### src/sv/hcbp_pkg.sv
// Shared types and constants for the Huffman code bit packer.
`timescale 1ns / 1ps
`default_nettype none
package hcbp_pkg;

    localparam int BYTE_BITS = 8;
    localparam int CODE_W    = 16;
    localparam int LEN_W     = 5;
    localparam int CNT_W     = 4;
    localparam int PAD_W     = 3;
    localparam int WORD_W    = BYTE_BITS + CODE_W;
    localparam int SHAMT_W   = 5;
    localparam int QDEPTH    = 4;
    localparam int QPTR_W    = 2;
    localparam int QCNT_W    = 3;

    typedef enum logic [1:0] {
        ACT_LOAD   = 2'd0,
        ACT_ENCODE = 2'd1,
        ACT_FLUSH  = 2'd2
    } action_t;

    typedef struct packed {
        logic              is_flush;
        logic [CODE_W-1:0] code;
        logic [LEN_W-1:0]  len;
    } q_entry_t;

    typedef struct packed {
        logic     valid;
        q_entry_t entry;
    } q_push_t;

    typedef struct packed {
        logic [QCNT_W-1:0] count;
        q_entry_t          head;
    } q_stat_t;

endpackage
`default_nettype wire

### src/sv/hcbp_out_if.sv
// Output channel: packed bytes.
`timescale 1ns / 1ps
`default_nettype none
interface hcbp_out_if;
    import hcbp_pkg::*;

    logic                 valid;
    logic                 ready;
    logic [BYTE_BITS-1:0] out_byte;
    logic                 is_final;
    logic [PAD_W-1:0]     pad_count;
    logic                 last;

    modport source (output valid, out_byte, is_final, pad_count, last, input ready);
    modport sink   (input valid, out_byte, is_final, pad_count, last, output ready);
endinterface
`default_nettype wire

### src/sv/hcbp_back.sv
// Back end: bit buffer, byte packing and output register.
`timescale 1ns / 1ps
`default_nettype none
module hcbp_back (
    input  wire logic              clk,
    input  wire logic              rst_n,
    input  wire hcbp_pkg::q_stat_t q_stat,
    output logic                   pop,
    hcbp_out_if.source             result
);
    import hcbp_pkg::*;

    logic [BYTE_BITS-1:0] buf_reg;
    logic [BYTE_BITS-1:0] buf_next;
    logic [CNT_W-1:0]     cnt_reg;
    logic [CNT_W-1:0]     cnt_next;
    logic                 pend_reg;
    logic                 pend_next;
    logic [BYTE_BITS-1:0] pend_byte_reg;
    logic [BYTE_BITS-1:0] pend_byte_next;

    logic                 o_valid_reg;
    logic                 o_valid_next;
    logic [BYTE_BITS-1:0] o_byte_reg;
    logic [BYTE_BITS-1:0] o_byte_next;
    logic                 o_final_reg;
    logic                 o_final_next;
    logic [PAD_W-1:0]     o_pad_reg;
    logic [PAD_W-1:0]     o_pad_next;
    logic                 o_last_reg;
    logic                 o_last_next;

    logic                 out_free;
    q_entry_t             head;
    logic [CODE_W-1:0]    code_m;
    logic [LEN_W-1:0]     total;
    logic [SHAMT_W-1:0]   shamt;
    logic [WORD_W-1:0]    word;

    assign head     = q_stat.head;
    assign out_free = !o_valid_reg || result.ready;
    assign pop      = out_free && !pend_reg && (q_stat.count != '0);

    assign code_m = head.code & ~({CODE_W{1'b1}} << head.len);
    assign total  = {1'b0, cnt_reg} + head.len;
    assign shamt  = SHAMT_W'(WORD_W) - total;
    assign word   = {buf_reg, {CODE_W{1'b0}}} | ({{BYTE_BITS{1'b0}}, code_m} << shamt);

    always_comb
    begin
        buf_next       = buf_reg;
        cnt_next       = cnt_reg;
        pend_next      = pend_reg;
        pend_byte_next = pend_byte_reg;
        o_valid_next   = o_valid_reg && !result.ready;
        o_byte_next    = o_byte_reg;
        o_final_next   = o_final_reg;
        o_pad_next     = o_pad_reg;
        o_last_next    = o_last_reg;

        if (out_free && pend_reg)
        begin
            o_valid_next = 1'b1;
            o_byte_next  = pend_byte_reg;
            o_final_next = 1'b0;
            o_pad_next   = '0;
            o_last_next  = 1'b1;
            pend_next    = 1'b0;
        end
        else if (pop)
        begin
            if (head.is_flush)
            begin
                if (cnt_reg != '0)
                begin
                    o_valid_next = 1'b1;
                    o_byte_next  = buf_reg;
                    o_final_next = 1'b1;
                    o_pad_next   = PAD_W'(CNT_W'(BYTE_BITS) - cnt_reg);
                    o_last_next  = 1'b1;
                end
                buf_next = '0;
                cnt_next = '0;
            end
            else if (total > LEN_W'(2 * BYTE_BITS))
            begin
                o_valid_next   = 1'b1;
                o_byte_next    = word[WORD_W-1 -: BYTE_BITS];
                o_final_next   = 1'b0;
                o_pad_next     = '0;
                o_last_next    = 1'b0;
                pend_next      = 1'b1;
                pend_byte_next = word[WORD_W-BYTE_BITS-1 -: BYTE_BITS];
                buf_next       = word[BYTE_BITS-1:0];
                cnt_next       = CNT_W'(total - LEN_W'(2 * BYTE_BITS));
            end
            else if (total > LEN_W'(BYTE_BITS))
            begin
                o_valid_next = 1'b1;
                o_byte_next  = word[WORD_W-1 -: BYTE_BITS];
                o_final_next = 1'b0;
                o_pad_next   = '0;
                o_last_next  = 1'b1;
                buf_next     = word[WORD_W-BYTE_BITS-1 -: BYTE_BITS];
                cnt_next     = CNT_W'(total - LEN_W'(BYTE_BITS));
            end
            else
            begin
                buf_next = word[WORD_W-1 -: BYTE_BITS];
                cnt_next = CNT_W'(total);
            end
        end
    end

    always_ff @(posedge clk)
    begin
        pend_byte_reg <= pend_byte_next;
        o_byte_reg    <= o_byte_next;
        o_final_reg   <= o_final_next;
        o_pad_reg     <= o_pad_next;
        o_last_reg    <= o_last_next;
    end

    always_ff @(posedge clk or negedge rst_n)
    begin
        if (!rst_n)
        begin
            buf_reg     <= '0;
            cnt_reg     <= '0;
            pend_reg    <= 1'b0;
            o_valid_reg <= 1'b0;
        end
        else
        begin
            buf_reg     <= buf_next;
            cnt_reg     <= cnt_next;
            pend_reg    <= pend_next;
            o_valid_reg <= o_valid_next;
        end
    end

    assign result.valid     = o_valid_reg;
    assign result.out_byte  = o_byte_reg;
    assign result.is_final  = o_final_reg;
    assign result.pad_count = o_pad_reg;
    assign result.last      = o_last_reg;

endmodule
`default_nettype wire

### src/flat_wrapper.sv
// flat-port wrapper written by rule: the top's interface ports become plain ports
module hcbp_back_flat import hcbp_pkg::*;
  (clk, rst_n, q_stat, pop, result_valid, result_out_byte, result_is_final, result_pad_count, result_last, result_ready);
  hcbp_out_if result_i ();
  input  wire logic clk;
  input  wire logic rst_n;
  input  wire hcbp_pkg::q_stat_t q_stat;
  output logic pop;
  output wire logic [$bits(result_i.valid)-1:0] result_valid;
  output wire logic [$bits(result_i.out_byte)-1:0] result_out_byte;
  output wire logic [$bits(result_i.is_final)-1:0] result_is_final;
  output wire logic [$bits(result_i.pad_count)-1:0] result_pad_count;
  output wire logic [$bits(result_i.last)-1:0] result_last;
  input wire logic [$bits(result_i.ready)-1:0] result_ready;
  assign result_valid = result_i.valid;
  assign result_out_byte = result_i.out_byte;
  assign result_is_final = result_i.is_final;
  assign result_pad_count = result_i.pad_count;
  assign result_last = result_i.last;
  assign result_i.ready = result_ready;
  hcbp_back u_core (.clk(clk), .rst_n(rst_n), .q_stat(q_stat), .pop(pop), .result(result_i));
endmodule
### config.mk
export PLATFORM = sky130hd
export DESIGN_NAME = hcbp_back_flat
export DESIGN_NICKNAME = d
export VERILOG_FILES = /design/src/sv/hcbp_pkg.sv /design/src/sv/hcbp_out_if.sv /design/src/sv/hcbp_back.sv /design/src/flat_wrapper.sv
export SDC_FILE = /design/constraint.sdc
export NUM_CORES = 1
export LEC_CHECK = 0
export ABC_AREA = 1
export BUFFER_PORTS_ARGS = -buffer_cell sky130_fd_sc_hd__buf_2
export CAP_MARGIN = 20
export CORE_MARGIN = 8
export CORE_UTILIZATION = 53
export DETAILED_ROUTE_END_ITERATION = 12
export PLACE_DENSITY = 0.81
export SLEW_MARGIN = 20
export SYNTH_ARGS = -nofsm -noshare
export SYNTH_HDL_FRONTEND = slang
export SYNTH_SLANG_ARGS = --single-unit
### constraint.sdc
create_clock -name clk -period 2.7 [get_ports clk]
set_clock_uncertainty 0.15 [all_clocks]
set_input_delay 0.27 -clock clk [delete_from_list [all_inputs] [get_ports clk]]
set_output_delay 0.27 -clock clk [all_outputs]
set_load 0.03 [all_outputs]
==> results.yml <==
synthesis:
  synth_seq_cells: 35
  synth_compound_area_share_pct: 10.2
  synthesis.area_per_instance_um2: 6.45
  synthDominantAreaCellType: "nand2_1"
  yosysUniqueCellTypes: 42
  synth_simple_gate_area_share_pct: 46.4
  mappedNetlistNets: 524
  synth_cells: 489
  synthAdderAreaFrac_pct: 3.02
  ys.warnings.count: 0
  yosys-mux-area-fraction_pct: 0
  netlist_area_um2: 3150
  share_of_the_synthesized_area_in_the_top_cell_type_pct: 18.8
  synth-seq-area-share_pct: 29.5
  ys_top_cells_by_area: "nand2_1 19%, nand3_1 16%, edfxtp_1 15%"
  post_synth_xor_area_fraction_pct: 0.278
  main_combinational_cell_family_by_area_after_synthesis: "simple AND/OR/NAND/NOR gates"
sta:
  fin_crit_sh_pct: 103
  max_freq_ghz: 0.361
  hold_violation_total_from_the_final_report: 0
  finalCriticalPeriod_ps: 2770
  maxSlewViolCount: 0
  fin_setup_tns_ps: -360
  setup_repair_after_global_routing_missed_its_margin: "true"
  worst_pin_slew_ps: 806
  total_setup_violations_reported_at_the_end_of_the_flow: 13
  slew_headroom_pct: 46.0
  setup_ws_ps: -72.4
floorplan:
  die_h_um: 93.1
  coreArea_um2: 5850
  ios: 43
  std_cell_rows: 28
  die-width_um: 93.1
  dieArea_um2: 8670
  floorplan.initialDensity_pct: 53.9
setup_path:
  r2r_cells: 15
  r2r_slack_ps: -70
  critPathSlowestCell: "fa_1"
  required_ps: 2670
  timing.critical_path.from: "u_core.cnt_reg[0]$_DFFE_PN0P_"
  reg2reg_to: "u_core.result.out_byte[0]$_DFFE_PP_"
  timing.critical_path.slowest_cell_delay_ps: 490
  crit_path_frequent_cell: "nand2_1"
  worstSetupPathType: "reg -> reg"
  critical_path.max_fanout: 5
  end_kind: "flop"
  crit_chain: "ha_2 -> fa_1 -> inv_2 -> ha_4 -> clkinv_4 -> buf_4 -> nand3_2 -> nand3_1 -> nand2_2 -> nand2_1 -> nand2_1 -> inv_1 -> o21ai_2 -> nor2_1 -> o21ai_1"
  critPathArrivalTime_ps: 2740
  timing.critical_path.from_type: "flop"
  regToRegStartpoint: "u_core.cnt_reg[0]$_DFFE_PN0P_"
placed_design:
  dpl.hpwl_um: 7190
  place.port_buffers: 42
  globalplace.congestion: 0.926
clocking:
  clk_root_buffer_cell: "clkbuf_8"
  clock_tree_from_tritoncts: "done"
  clock_transition_at_the_register_clock_pins_on_the_worst_setup_and_hold_paths_after_cts_ps: 70
  clock_insertion_delay_worst_skew_ps: 290
  cts-buffers-inserted: 5
  cts_htree_levels: 2
  clock_path_buffers: 2
  clock_sinks: 35
drt:
  number_of_detailed_route_iterations_in_the_first_pass: 4
  routed_wire_length_per_instance_um: 14.6
  drtIter0Drc: 212
  post-route-drc-count: 0
  num_vias: 3546
  totalWireLength_um: 9380
  postRouteAntennaNets: 0
  detail_route.vias_per_cell: 5.51
min_path:
  hp-start: "result_ready"
  hold_path_end: "u_core.result.valid$_DFF_PN0_"
  hold_path.class: "in -> reg"
  hold_depth: 4
final_layout:
  antenna-diode-count: 0
  final_layout_size_suffix_gt1_share_pct: 28.5
  fill_cells: 533
  layout_area_overhead_pct: 27.1
  utilization_pct: 68.5
  nets: 603
grt:
  grt_pass1_wl_um: 15800
  grtUsageTotal_pct: 22.0
  vias_in_the_first_global_route: 3477
  initial_antenna_violation_count: 0
  grt_overflow_total: 0
  largest_net_degree_at_the_start_of_global_routing: 22
run:
  max_cap_violations: 0
run_status:
  outcome: "finished with violations"
  failed_checks: "negative setup slack"
layout make-up:
type / count / area (um2) / area share, %
Timing Repair Buffer: 88 / 603 / 15.0
Clock inverter: 1 / 5.00 / 0.125
Multi-Input combinational cell: 381 / 2060 / 51.3
Tap cell: 75 / 93.8 / 2.34
Inverter: 56 / 228 / 5.68
Timing Repair inverter: 1 / 5.00 / 0.125
Sequential cell: 35 / 931 / 23.2
Clock buffer: 7 / 86.3 / 2.15
Yosys cell counts:
cell      count
a21oi_1       7
a21oi_2       2
a22o_1        1
a22oi_1       2
buf_1         1
buf_2         6
buf_4         3
buf_6         5
clkbuf_1      2
clkinv_1      2
dfrtp_1      14
dfxtp_1       5
edfxtp_1     16
fa_1          1
ha_1          6
inv_1        48
inv_2         4
inv_4         2
nand2_1     158
nand2_2       3
nand2_4       4
nand2_8       1
nand3_1     102
nand3_2       3
nand3_4       1
nand3b_1      1
nand4_1       1
nor2_1       38
nor2_2        3
nor2_4        1
nor2_8        1
nor3_1        1
nor3_2        1
nor4_1        1
o211ai_1      5
o21a_1        4
o21ai_0      17
o21ai_1       8
o21bai_1      1
o22ai_1       5
o31ai_2       1
xor2_1        1
worst max-delay path, delay by kind of cell, from the launching register on:
kind | cells | cell delay (ps)
flops | 1 | 390
compound gates | 2 | 280
simple gates | 6 | 450
buf+inv | 4 | 350
fa+ha+maj | 3 | 980
per-stage QoR:
step / hold slack, ps / instance area (um2) / instances / setup WS (ps)
6_report: 205 / 4010 / 644 / -72.4
5_1_grt: 271 / 4010 / 644 / -229
4_1_cts: 208 / 3920 / 641 / -15.9
3_5_place_dp: 57.0 / 3650 / 625 / -261
3_3_place_gp: 48.7 / 3650 / 625 / -180
2_1_floorplan: -176 / 3180 / 489 / 16.2
cell usage in the layout (no fill, tap or decap), drive strengths merged, types with 6 or more instances in the layout:
master	n
clkbuf	7
a21oi	9
ha	6
buf	87
o21ai	25
nor2	43
inv	54
nand2	166
dfrtp	14
nand3	106
edfxtp	16
logic make-up (layout without fill, tap and decap cells):
family / count (synthesis) / after routing
buffers and inverters: 73 / 153
xor gates and xnor gates: 1 / 1
AOI/OAI and AO/OA: 53 / 53
and+or+nand+nor: 320 / 320
DFF: 35 / 35
adders and majority gates: 7 / 7
timing repair:
item	CTS	global route
hold buffers	1	0
setup endpoints to repair	19	29
resized for setup	37	19
pin swaps	12	6
endpoints found under the hold margin	14	0
gates cloned	1	0
setup buffers	6	3
layer usage:
layer | wire length (um) | global-route usage (%)
met1 | 3950 | 25.4
met2 | 4620 | 39.6
met3 | 565 | 3.69
met4 | 246 | 8.46
met5 | 0 | 0
worst max path at each step:
stage	end	slack [ps]	depth (start not counted)
3_5_place_dp	u_core.result.out_byte[0]$_DFFE_PP_	-260	16
3_3_place_gp	u_core.result.out_byte[0]$_DFFE_PP_	-180	16
2_1_floorplan	u_core.result.out_byte[3]$_DFFE_PP_	20	14
6_report	u_core.result.out_byte[0]$_DFFE_PP_	-70	15
4_1_cts	u_core.buf_reg[0]$_DFFE_PN0P_	-20	18
5_1_grt	u_core.result.out_byte[6]$_DFFE_PP_	-230	15
Power is left out: the tool's default activity adds up to more than one toggle a clock period on the data nets, which glitch-free logic cannot reach.
