## src/sv/hcbp_pkg.sv

```systemverilog
// Shared types and constants for the Huffman code bit packer.
`timescale 1ns / 1ps
`default_nettype none
package hcbp_pkg;

    localparam int BYTE_BITS = 8;
    localparam int CODE_W    = 16;
    localparam int LEN_W     = 5;
    localparam int CNT_W     = 4;
    localparam int PAD_W     = 3;
    localparam int WORD_W    = BYTE_BITS + CODE_W;
    localparam int SHAMT_W   = 5;
    localparam int QDEPTH    = 4;
    localparam int QPTR_W    = 2;
    localparam int QCNT_W    = 3;

    typedef enum logic [1:0] {
        ACT_LOAD   = 2'd0,
        ACT_ENCODE = 2'd1,
        ACT_FLUSH  = 2'd2
    } action_t;

    typedef struct packed {
        logic              is_flush;
        logic [CODE_W-1:0] code;
        logic [LEN_W-1:0]  len;
    } q_entry_t;

    typedef struct packed {
        logic     valid;
        q_entry_t entry;
    } q_push_t;

    typedef struct packed {
        logic [QCNT_W-1:0] count;
        q_entry_t          head;
    } q_stat_t;

endpackage
`default_nettype wire

```

## src/sv/hcbp_queue.sv

```systemverilog
// Short FIFO between the lookup front end and the packer.
`timescale 1ns / 1ps
`default_nettype none
module hcbp_queue (
    input  wire logic              clk,
    input  wire logic              rst_n,
    input  wire hcbp_pkg::q_push_t push,
    input  wire logic              pop,
    output hcbp_pkg::q_stat_t      q_stat
);
    import hcbp_pkg::*;

    q_entry_t          mem [QDEPTH];
    logic [QPTR_W-1:0] wr_ptr_reg;
    logic [QPTR_W-1:0] rd_ptr_reg;
    logic [QCNT_W-1:0] count_reg;
    logic [QCNT_W-1:0] count_next;

    always_ff @(posedge clk)
    begin
        if (push.valid)
            mem[wr_ptr_reg] <= push.entry;
    end

    always_comb
    begin
        count_next = count_reg;
        if (push.valid && !pop)
            count_next = count_reg + QCNT_W'(1);
        else if (!push.valid && pop)
            count_next = count_reg - QCNT_W'(1);
    end

    always_ff @(posedge clk or negedge rst_n)
    begin
        if (!rst_n)
        begin
            wr_ptr_reg <= '0;
            rd_ptr_reg <= '0;
            count_reg  <= '0;
        end
        else
        begin
            if (push.valid)
                wr_ptr_reg <= wr_ptr_reg + QPTR_W'(1);
            if (pop)
                rd_ptr_reg <= rd_ptr_reg + QPTR_W'(1);
            count_reg <= count_next;
        end
    end

    assign q_stat.count = count_reg;
    assign q_stat.head  = mem[rd_ptr_reg];

endmodule
`default_nettype wire

```

## config.mk

```make
export PLATFORM = sky130hd
export DESIGN_NAME = hcbp_queue
export DESIGN_NICKNAME = d
export VERILOG_FILES = /design/src/sv/hcbp_pkg.sv /design/src/sv/hcbp_queue.sv
export SDC_FILE = /design/constraint.sdc
export NUM_CORES = 1
export LEC_CHECK = 0
export ABC_CLOCK_PERIOD_IN_PS = 1600
export BUFFER_PORTS_ARGS = -buffer_cell sky130_fd_sc_hd__buf_2
export CAP_MARGIN = 20
export CORE_ASPECT_RATIO = 1.5
export CORE_MARGIN = 8
export CORE_UTILIZATION = 50
export CTS_BUF_LIST = sky130_fd_sc_hd__clkbuf_16
export CTS_CLUSTER_DIAMETER = 30
export DETAILED_ROUTE_END_ITERATION = 16
export PLACE_DENSITY = 0.79
export SLEW_MARGIN = 20
export SYNTH_ARGS = -nofsm -noshare
export SYNTH_HDL_FRONTEND = slang
export SYNTH_SLANG_ARGS = --single-unit
export TNS_END_PERCENT = 5
```

## constraint.sdc

```tcl
create_clock -name clk -period 1.6 [get_ports clk]
set_input_delay 0.08 -clock clk [delete_from_list [all_inputs] [get_ports clk]]
set_output_delay 0.08 -clock clk [all_outputs]
set_load 0.01 [all_outputs]
```

==> results of run 1 <==
[where the power goes]
part | total (mW) | internal [mW] | switching, mW | leakage, nW
sequential | 3.45 | 3.27 | 0.175 | 0.889
combinational | 2.80 | 1.56 | 1.24 | 0.664
clock | 1.79 | 1.01 | 0.783 | 0.126
[layer usage]
| metal | global-route usage [%] | routed length [um] |
|---|---|---|
| met1 | 15.5 | 2500 |
| met2 | 20.9 | 3130 |
| met3 | 3.29 | 302 |
| met4 | 7.73 | 119 |
| met5 | 0 | 0 |
[final cells by class]
cell class	count	area [um2]	share of cell area (%)
timing repair buffer	88	744	16.2
clock inverter	4	17.5	0.380
inverter	4	15.0	0.326
clock buffer	9	225	4.89
tap	80	100	2.17
multi-input combinational	43	686	14.9
sequential	95	2820	61.2
[worst min path at each step]
stage	endpoint	slack [ns]	cells past startpoint
final	wr_ptr_reg[0]	0.02	2
after global routing	wr_ptr_reg[0]	0.03	2
after CTS	wr_ptr_reg[0]	0.006	2
after detailed placement	count_reg[1]	-0.07	1
after global placement	count_reg[1]	-0.08	1
after floorplan	count_reg[0]	-0.22	0
[timing repair]
item | 4_1_cts | 5_1_grt
gates resized for setup | 21 | 7
hold endpoints to repair | 96 | 0
buffers inserted | 1 | 0
hold buffers | 24 | 0
setup endpoints to repair | 22 | 23
[stage by stage]
step | hold slack, ns | worst slack, ns | util (%) | instances | TNS, ns
4_1_cts | 0.00552 | -0.136 | 64.6 | 323 | -2.33
2_1_floorplan | -0.216 | 0.0334 | - | 147 | 0
6_report | 0.0227 | -0.0675 | 65.0 | 323 | -1.07
3_3_place_gp | -0.0764 | 0.230 | 56.5 | 285 | 0
3_5_place_dp | -0.0692 | 0.213 | 56.5 | 285 | 0
5_1_grt | 0.0272 | -0.122 | 65.0 | 323 | -2.25
[kinds of logic after synthesis]
logic type               after synthesis  synth area share, %
AO/OA/AOI/OAI                          1                0.139
adder cells (fa/ha/maj)                6                 2.30
multiplexers                          23                 14.5
AND/OR/NAND/NOR                        7                 1.01
buffers and inverters                  9                 2.12
flip-flops                            95                 78.4
XOR/XNOR                               6                 1.46
[worst max-delay path: stages (launching register included)]
cell and delay, ns:
dfrtp_2 0.42, buf_8 0.16, mux4_2 0.53, buf_6 0.14
[synth_stat cells]
cell type and number:
inv_1 4, mux4_2 18, and2_1 4, nor2_1 1
fa_1 1, buf_6 1, xor2_1 4, nand2_1 2
dfrtp_1 7, xnor2_1 2, edfxtp_1 88, buf_2 2
mux4_1 4, buf_12 2, mux2_2 1, o21ai_0 1
ha_1 5
==> metrics.cfg, run 1 <==
[sta]
finalSetupViolations = 22
rsz0062_at_grt = yes
worst_pin_slew_ns = 0.242
finalHoldViolations = 0
maxSlewViolCount = 0
timing.final.crit_share_pct = 104
setup_ws_ns = -0.0675
min_period_ns = 1.67
fmax_ghz = 0.600
fin_worst_skew_ns = 0.00339
slew_headroom_pct = 83.8

[clock_network]
cts_root_buf = clkbuf_16
clk_path_buf_depth = 2
cts_buffers = 9
htree_levels = 3
clock_sinks = 95
clock_latency_ns = 0.33
cts.clk_slew.worst_paths_ns = 0.06
cts_tree = yes

[finish]
syn2layout_area_growth_pct = 28.2
diodes = 0
drive_gt1_share_pct = 41.2
final_cell_mix = edfxtp_1, buf_2, dlygate4sd3_1, mux4_2, buf_6
final_area_um2 = 4610
fillerInstances = 467
fin_nets = 273
largest_reg_flops = 88
final_common_cell = edfxtp_1

[route]
dr.pass1.iters = 4
drc = 0
vias_per_cell = 5.25
vias = 1696
ant_nets = 0
wl_um = 6050
drt_iter0_markers = 138
wire_per_inst_um = 18.7

[synthesis]
synth.distinct_cells = 17
syn_area_um2 = 3590
yosys_warnings = 0
ys_seq_area_share_pct = 78.4
yosysTopAreaCellShare_pct = 73.6
syn_inst = 147
ys_ff_latch = 95
syn_avg_cell_area_um2 = 24.4
syn-num-nets = 179
synth_area_leaders = edfxtp_1, mux4_2, dfrtp_1
post-synth-top-area-cell = edfxtp_1

[flow_run]
max-cap-violations = 0

[place]
io_buffers = 50
dp_hpwl_um = 4090
place_area_um2 = 4000
finalWeightedCongestion = 0.665

[worst_setup_path]
critPathCaptureType = primary output
crit_arrival_ns = 1.59
crit_path_start = rd_ptr_reg[0]
worstSetupEndpoint = q_stat[10]
r2r_cells = 4
crit_path_start_kind = flip-flop
r2r_start = wr_ptr_reg[0]
path_class = flip-flop to primary output
worstReg2RegEnd = mem[0][4]
critPathRequiredTime_ns = 1.52
r2r_slack_ns = 0.25
cp_max_fo = 7

[die]
rows = 38
fp.dieW_um = 85.2
ioPinCount = 51
fp.dieH_um = 120
initial_core_util_pct = 50.7
core_area_um2 = 7080
dieArea_um2 = 10200

[global_route]
grt_pass1_wl_um = 9870
grt_antenna_before_repair = 0
grt_util_all_layers_pct = 13.0
grt_pass1_vias = 1863
grt_overflow_total = 0
grt_max_degree = 17

[hold_path]
hp-start = push[22]
hold_class = input pin to flip-flop

[pwr]
total_power_mw = 8.04
power_density_nw_per_um2 = 1750
p_leak_nw = 1.68
ir_drop_uv = 862

[outcome]
status = finished with violations
violations = setup timing

No activity file was read; power rests on OpenSTA's default activity.
==> inputs of run 2 (changes only) <==
--- a/config.mk
+++ b/config.mk
@@ -6,7 +6,6 @@
 export NUM_CORES = 1
 export LEC_CHECK = 0
 export ABC_CLOCK_PERIOD_IN_PS = 1600
-export BUFFER_PORTS_ARGS = -buffer_cell sky130_fd_sc_hd__buf_2
 export CAP_MARGIN = 20
 export CORE_ASPECT_RATIO = 1.5
 export CORE_MARGIN = 8
@@ -14,7 +13,8 @@
 export CTS_BUF_LIST = sky130_fd_sc_hd__clkbuf_16
 export CTS_CLUSTER_DIAMETER = 30
 export DETAILED_ROUTE_END_ITERATION = 16
-export PLACE_DENSITY = 0.79
+export DONT_BUFFER_PORTS = 1
+export PLACE_DENSITY = 0.73
 export SLEW_MARGIN = 20
 export SYNTH_ARGS = -nofsm -noshare
 export SYNTH_HDL_FRONTEND = slang
==> metrics.cfg, run 2 (same netlist as run 1, synthesis figures left out) <==
[sta]
worst_pin_slew_ns = 0.345
finalHoldViolations = 0
slew_headroom_pct = 77.0
rsz0062_at_grt = yes
maxSlewViolCount = 0
finalSetupViolations = 0
min_period_ns = 1.57
fin_worst_skew_ns = 0.00424
timing.final.crit_share_pct = 98.0
fmax_ghz = 0.638

[finish]
final_cell_mix = edfxtp_1, dlygate4sd3_1, mux4_2, clkbuf_16, dfrtp_1
final_common_cell = edfxtp_1
fillerInstances = 485
multi_input_area_um2 = 683
final_area_um2 = 4290
diodes = 0
largest_reg_flops = 88
regArea_um2 = 2820
fin_nets = 218
drive_gt1_share_pct = 25.1
syn2layout_area_growth_pct = 19.5

[route]
vias_per_cell = 5.69
drc = 0
ant_nets = 0
wl_um = 6180
wire_per_inst_um = 22.8
vias = 1543
dr.pass1.iters = 3
drt_iter0_markers = 97

[worst_setup_path]
r2r_slack_ns = 0.14
critPathRequiredTime_ns = 1.52
path_class = flip-flop to primary output
crit_path_start_kind = flip-flop
critPathCaptureType = primary output
crit_arrival_ns = 1.49
cp_max_fo = 10

[clock_network]
cts_tree = yes
cts_buffers = 9
cts.clk_slew.worst_paths_ns = 0.06
htree_levels = 3
clock_sinks = 95
clock_latency_ns = 0.33
clk_path_buf_depth = 2
cts_root_buf = clkbuf_16

[die]
fp.dieW_um = 85.2
fp.dieH_um = 120
dieArea_um2 = 10200
initial_core_util_pct = 50.7
rows = 38
core_area_um2 = 7080
ioPinCount = 51

[global_route]
grt_antenna_before_repair = 0
grt_pass1_vias = 1785
grt_util_all_layers_pct = 13.1
grt_max_degree = 22
grt_overflow_total = 0
grt_pass1_wl_um = 9690

[pwr]
power_density_nw_per_um2 = 1770
p_leak_nw = 1.45
total_power_mw = 7.59
ir_drop_uv = 1010

[outcome]
status = finished clean

[place]
dp_hpwl_um = 4060
place_area_um2 = 3750
io_buffers = 0
finalWeightedCongestion = 0.697

[flow_run]
max-cap-violations = 0

[hold_path]
hold_class = input pin to asynchronous set/reset pin

## run 2: cell types whose count changed in the layout (fill, tap and decap cells not counted)
cell	previous run	this run
inv_1	5	4
ha_1	4	5
clkinv_2	2	5
ha_2	1	0
dlygate4sd3_1	24	25
bufinv_16	0	1
buf_6	17	0
clkinv_1	1	0
buf_8	1	2
buf_12	3	5
buf_4	9	1
buf_2	34	0
clkinv_4	0	1
## run 2: layout make-up
| type | instances | share of cell area (%) |
|---|---|---|
| flip-flops and latches | 95 | 65.6 |
| repair buffers | 33 | 9.03 |
| clock buffers | 9 | 5.24 |
| well taps | 80 | 2.33 |
| inverters | 4 | 0.350 |
| multi-input cells | 43 | 15.9 |
| clock inverters | 7 | 1.49 |
## run 2: power breakdown
part	switching (mW)	internal [mW]	leakage [nW]
clock	0.817	1.20	0.149
sequential	0.227	3.27	0.889
combinational	1.08	0.989	0.416
## run 2: per-stage QoR
stage          instances  TNS (ns)  hold slack, ns  setup slack [ns]  util (%)
3_5_place_dp         230         0          -0.215             0.128      53.0
4_1_cts              271    -0.601          0.0483           -0.0600      60.6
6_report             271         0          0.0769            0.0319      60.6
5_1_grt              271    -0.409          0.0673           -0.0314      60.6
2_1_floorplan        147         0          -0.216            0.0334         -
3_3_place_gp         230         0          -0.215             0.235      53.0
## run 2: layer usage
| layer | vias to the layer above | track usage, % | wire [um] |
|---|---|---|---|
| met1 | 812 | 13.3 | 2190 |
| met2 | 40 | 23.0 | 3560 |
| met3 | 11 | 4.11 | 289 |
| li1 | 680 | - | - |
| met4 | 0 | 7.95 | 140 |
| met5 | - | 0 | 0 |
## run 2: timing repair
action,CTS,global route
setup buffers,0,0
gates cloned,0,0
gates resized for setup,3,6
setup endpoints to repair,21,21
hold buffers,25,0
hold endpoints to repair,99,0
pin swaps,0,0
## run 2: critical path: stages, from the launching register on
cell     delay [ns]
dfrtp_2        0.41
buf_8          0.18
mux4_2         0.56
## run 2: worst paths after layout
check | startpoint | endpoint | cells past startpoint
min in group clk | push[22] | mem[2][3] | 1
max in group asynchronous | rst_n | rd_ptr_reg[0] | 1
max reg2reg | count_reg[0] | count_reg[2] | 4
max | rd_ptr_reg[0] | q_stat[2] | 2
min reg2reg | wr_ptr_reg[0] | wr_ptr_reg[0] | 1
min | rst_n | wr_ptr_reg[0] | 1
==> inputs of run 3 (changes only) <==
--- a/config.mk
+++ b/config.mk
@@ -6,15 +6,14 @@
 export NUM_CORES = 1
 export LEC_CHECK = 0
 export ABC_CLOCK_PERIOD_IN_PS = 1600
+export BUFFER_PORTS_ARGS = -buffer_cell sky130_fd_sc_hd__buf_2
 export CAP_MARGIN = 20
 export CORE_ASPECT_RATIO = 1.5
-export CORE_MARGIN = 8
 export CORE_UTILIZATION = 50
 export CTS_BUF_LIST = sky130_fd_sc_hd__clkbuf_16
 export CTS_CLUSTER_DIAMETER = 30
 export DETAILED_ROUTE_END_ITERATION = 16
-export DONT_BUFFER_PORTS = 1
-export PLACE_DENSITY = 0.73
+export PLACE_DENSITY = 0.79
 export SLEW_MARGIN = 20
 export SYNTH_ARGS = -nofsm -noshare
 export SYNTH_HDL_FRONTEND = slang
==> metrics.cfg, run 3 (same netlist as run 1, synthesis figures left out) <==
[finish]
fin_nets = 270
fillerInstances = 425
fin_cells = 321
largest_reg_flops = 88
utilization_pct = 67.6
final_common_cell = edfxtp_1
drive_gt1_share_pct = 39.9
final_cell_mix = edfxtp_1, buf_2, dlygate4sd3_1, mux4_2, buf_6
diodes = 0
syn2layout_area_growth_pct = 29.9

[route]
vias = 1688
wire_per_inst_um = 18.1
dr.pass1.iters = 10
drt_iter0_markers = 108
wl_um = 5820
vias_per_cell = 5.26
drc = 4
ant_nets = 0

[worst_setup_path]
r2r_slack_ns = 0.24
path_buf_inv = 2
critPathCaptureType = primary output
slowest_stage = mux4_2
worstPathCellList = buf_12 > mux4_2 > buf_6
critPathRequiredTime_ns = 1.52
path_class = flip-flop to primary output
cp_max_fo = 12
critPathTopFamily = multiplexers
crit_path_start_kind = flip-flop
max_stage_delay_ns = 0.53
crit_arrival_ns = 1.66

[pwr]
ir_drop_uv = 1210
p_leak_nw = 1.70
switching_power_mw = 2.20
power_density_nw_per_um2 = 1780
power_frac_seq_pct = 41.7
combPwrFrac_pct = 32.0
clkPwrFrac_pct = 26.3
switching_share_pct = 26.4
p_int_mw = 6.12

[global_route]
grt_overflow_total = 0
grt_pass1_vias = 1831
grt_pass1_wl_um = 9560
grt_antenna_before_repair = 0
grt_max_degree = 23
grt_util_all_layers_pct = 17.9

[flow_run]
max-cap-violations = 0

[sta]
fmax_ghz = 0.575
finalHoldViolations = 0
timing.final.crit_share_pct = 109
rsz0062_at_grt = yes
finalSetupViolations = 22
slew_headroom_pct = 88.0
worst_pin_slew_ns = 0.180
maxSlewViolCount = 0
fin_worst_skew_ns = 0.00399
setup_ws_ns = -0.139
min_period_ns = 1.74

[clock_network]
clock_sinks = 95
cts_buffers = 9
clk_path_buf_depth = 2
htree_levels = 3
cts_tree = yes
clock_latency_ns = 0.33
cts_root_buf = clkbuf_16
cts.clk_slew.worst_paths_ns = 0.06

[outcome]
status = finished with violations
violations = DRC, setup timing

[place]
io_buffers = 50
finalWeightedCongestion = 0.754
placedCellCount = 278
dp_hpwl_um = 3550

[die]
fp.dieH_um = 106
fp.dieW_um = 71.2
dieArea_um2 = 7530
rows = 37
initial_core_util_pct = 52.1
ioPinCount = 51
core_area_um2 = 6900

[hold_path]
hold_class = input pin to flip-flop

[run 3: changes by cell type in the layout (fill, tap and decap cells not counted), moves of 2 or more]
| cell | change |
|---|---|
| buf_6 | +10 |
| buf_8 | -2 |
| mux4_2 | -3 |
| buf_4 | +3 |
| buf_2 | +40 |
| clkinv_2 | -4 |
| buf_12 | +2 |
| mux4_1 | +3 |
[run 3: per-stage QoR]
step	worst slack [ns]	cell area, um2	setup TNS, ns	total power, mW	hold slack, ns
after floorplan	0.0334	3590	0	5.01	-0.216
after global placement	0.191	4030	0	5.84	-0.0761
after detailed placement	0.177	4030	0	5.91	-0.0734
after CTS	-0.157	4630	-2.60	8.31	0.0184
after global routing	-0.202	4670	-3.59	8.71	0.0531
final	-0.139	4670	-2.25	8.33	0.0314
[run 3: metal layers]
layer	part of all wire (%)	vias to the layer above	global-route usage (%)	routed length [um]
met2	54	40	28.8	3150
li1	-	786	-	-
met4	1.5	0	8.57	86
met1	41	856	22.6	2380
met5	0	-	0	0
met3	3.5	6	4.49	202
[run 3: cell type report]
class	instances	area (um2)	area share [%]
Multi-Input combinational cell	43	697	14.9
Sequential cell	95	2820	60.4
Inverter	4	15.0	0.322
Tap cell	78	97.6	2.09
Clock inverter	7	88.8	1.90
Timing Repair Buffer	85	723	15.5
Clock buffer	9	225	4.83
[run 3: timing repair]
| action | CTS | global route |
|---|---|---|
| gates resized for setup | 7 | 5 |
| setup endpoints to repair | 22 | 23 |
| hold buffers | 24 | 0 |
| setup buffers | 2 | 1 |
| hold endpoints to repair | 96 | 0 |
[run 3: worst register-to-register path: cells and delay by family (launching register included)]
family	cells	cell delay [ns]
fa+ha+maj	1	0.45
flops	1	0.42
xor+xnor	2	0.30
simple gates	1	0.11
[run 3: worst paths after layout]
path | start | to | cells after the start
setup / recovery | rd_ptr_reg[0] | q_stat[6] | 3
hold / removal | push[22] | wr_ptr_reg[0] | 2
setup reg to reg | count_reg[0] | count_reg[2] | 4
hold reg to reg | count_reg[2] | count_reg[2] | 1
max in group asynchronous | rst_n | rd_ptr_reg[0] | 2
min in group asynchronous | rst_n | count_reg[2] | 2
[run 3: power groups by stage]
stage	combinational, mW	clock, mW	sequential, mW
floorplan	1.55	0	3.47
global placement	2.33	0	3.51
detailed placement	2.37	0	3.54
CTS	2.61	2.22	3.48
global route	2.87	2.32	3.52
finish	2.66	2.19	3.47
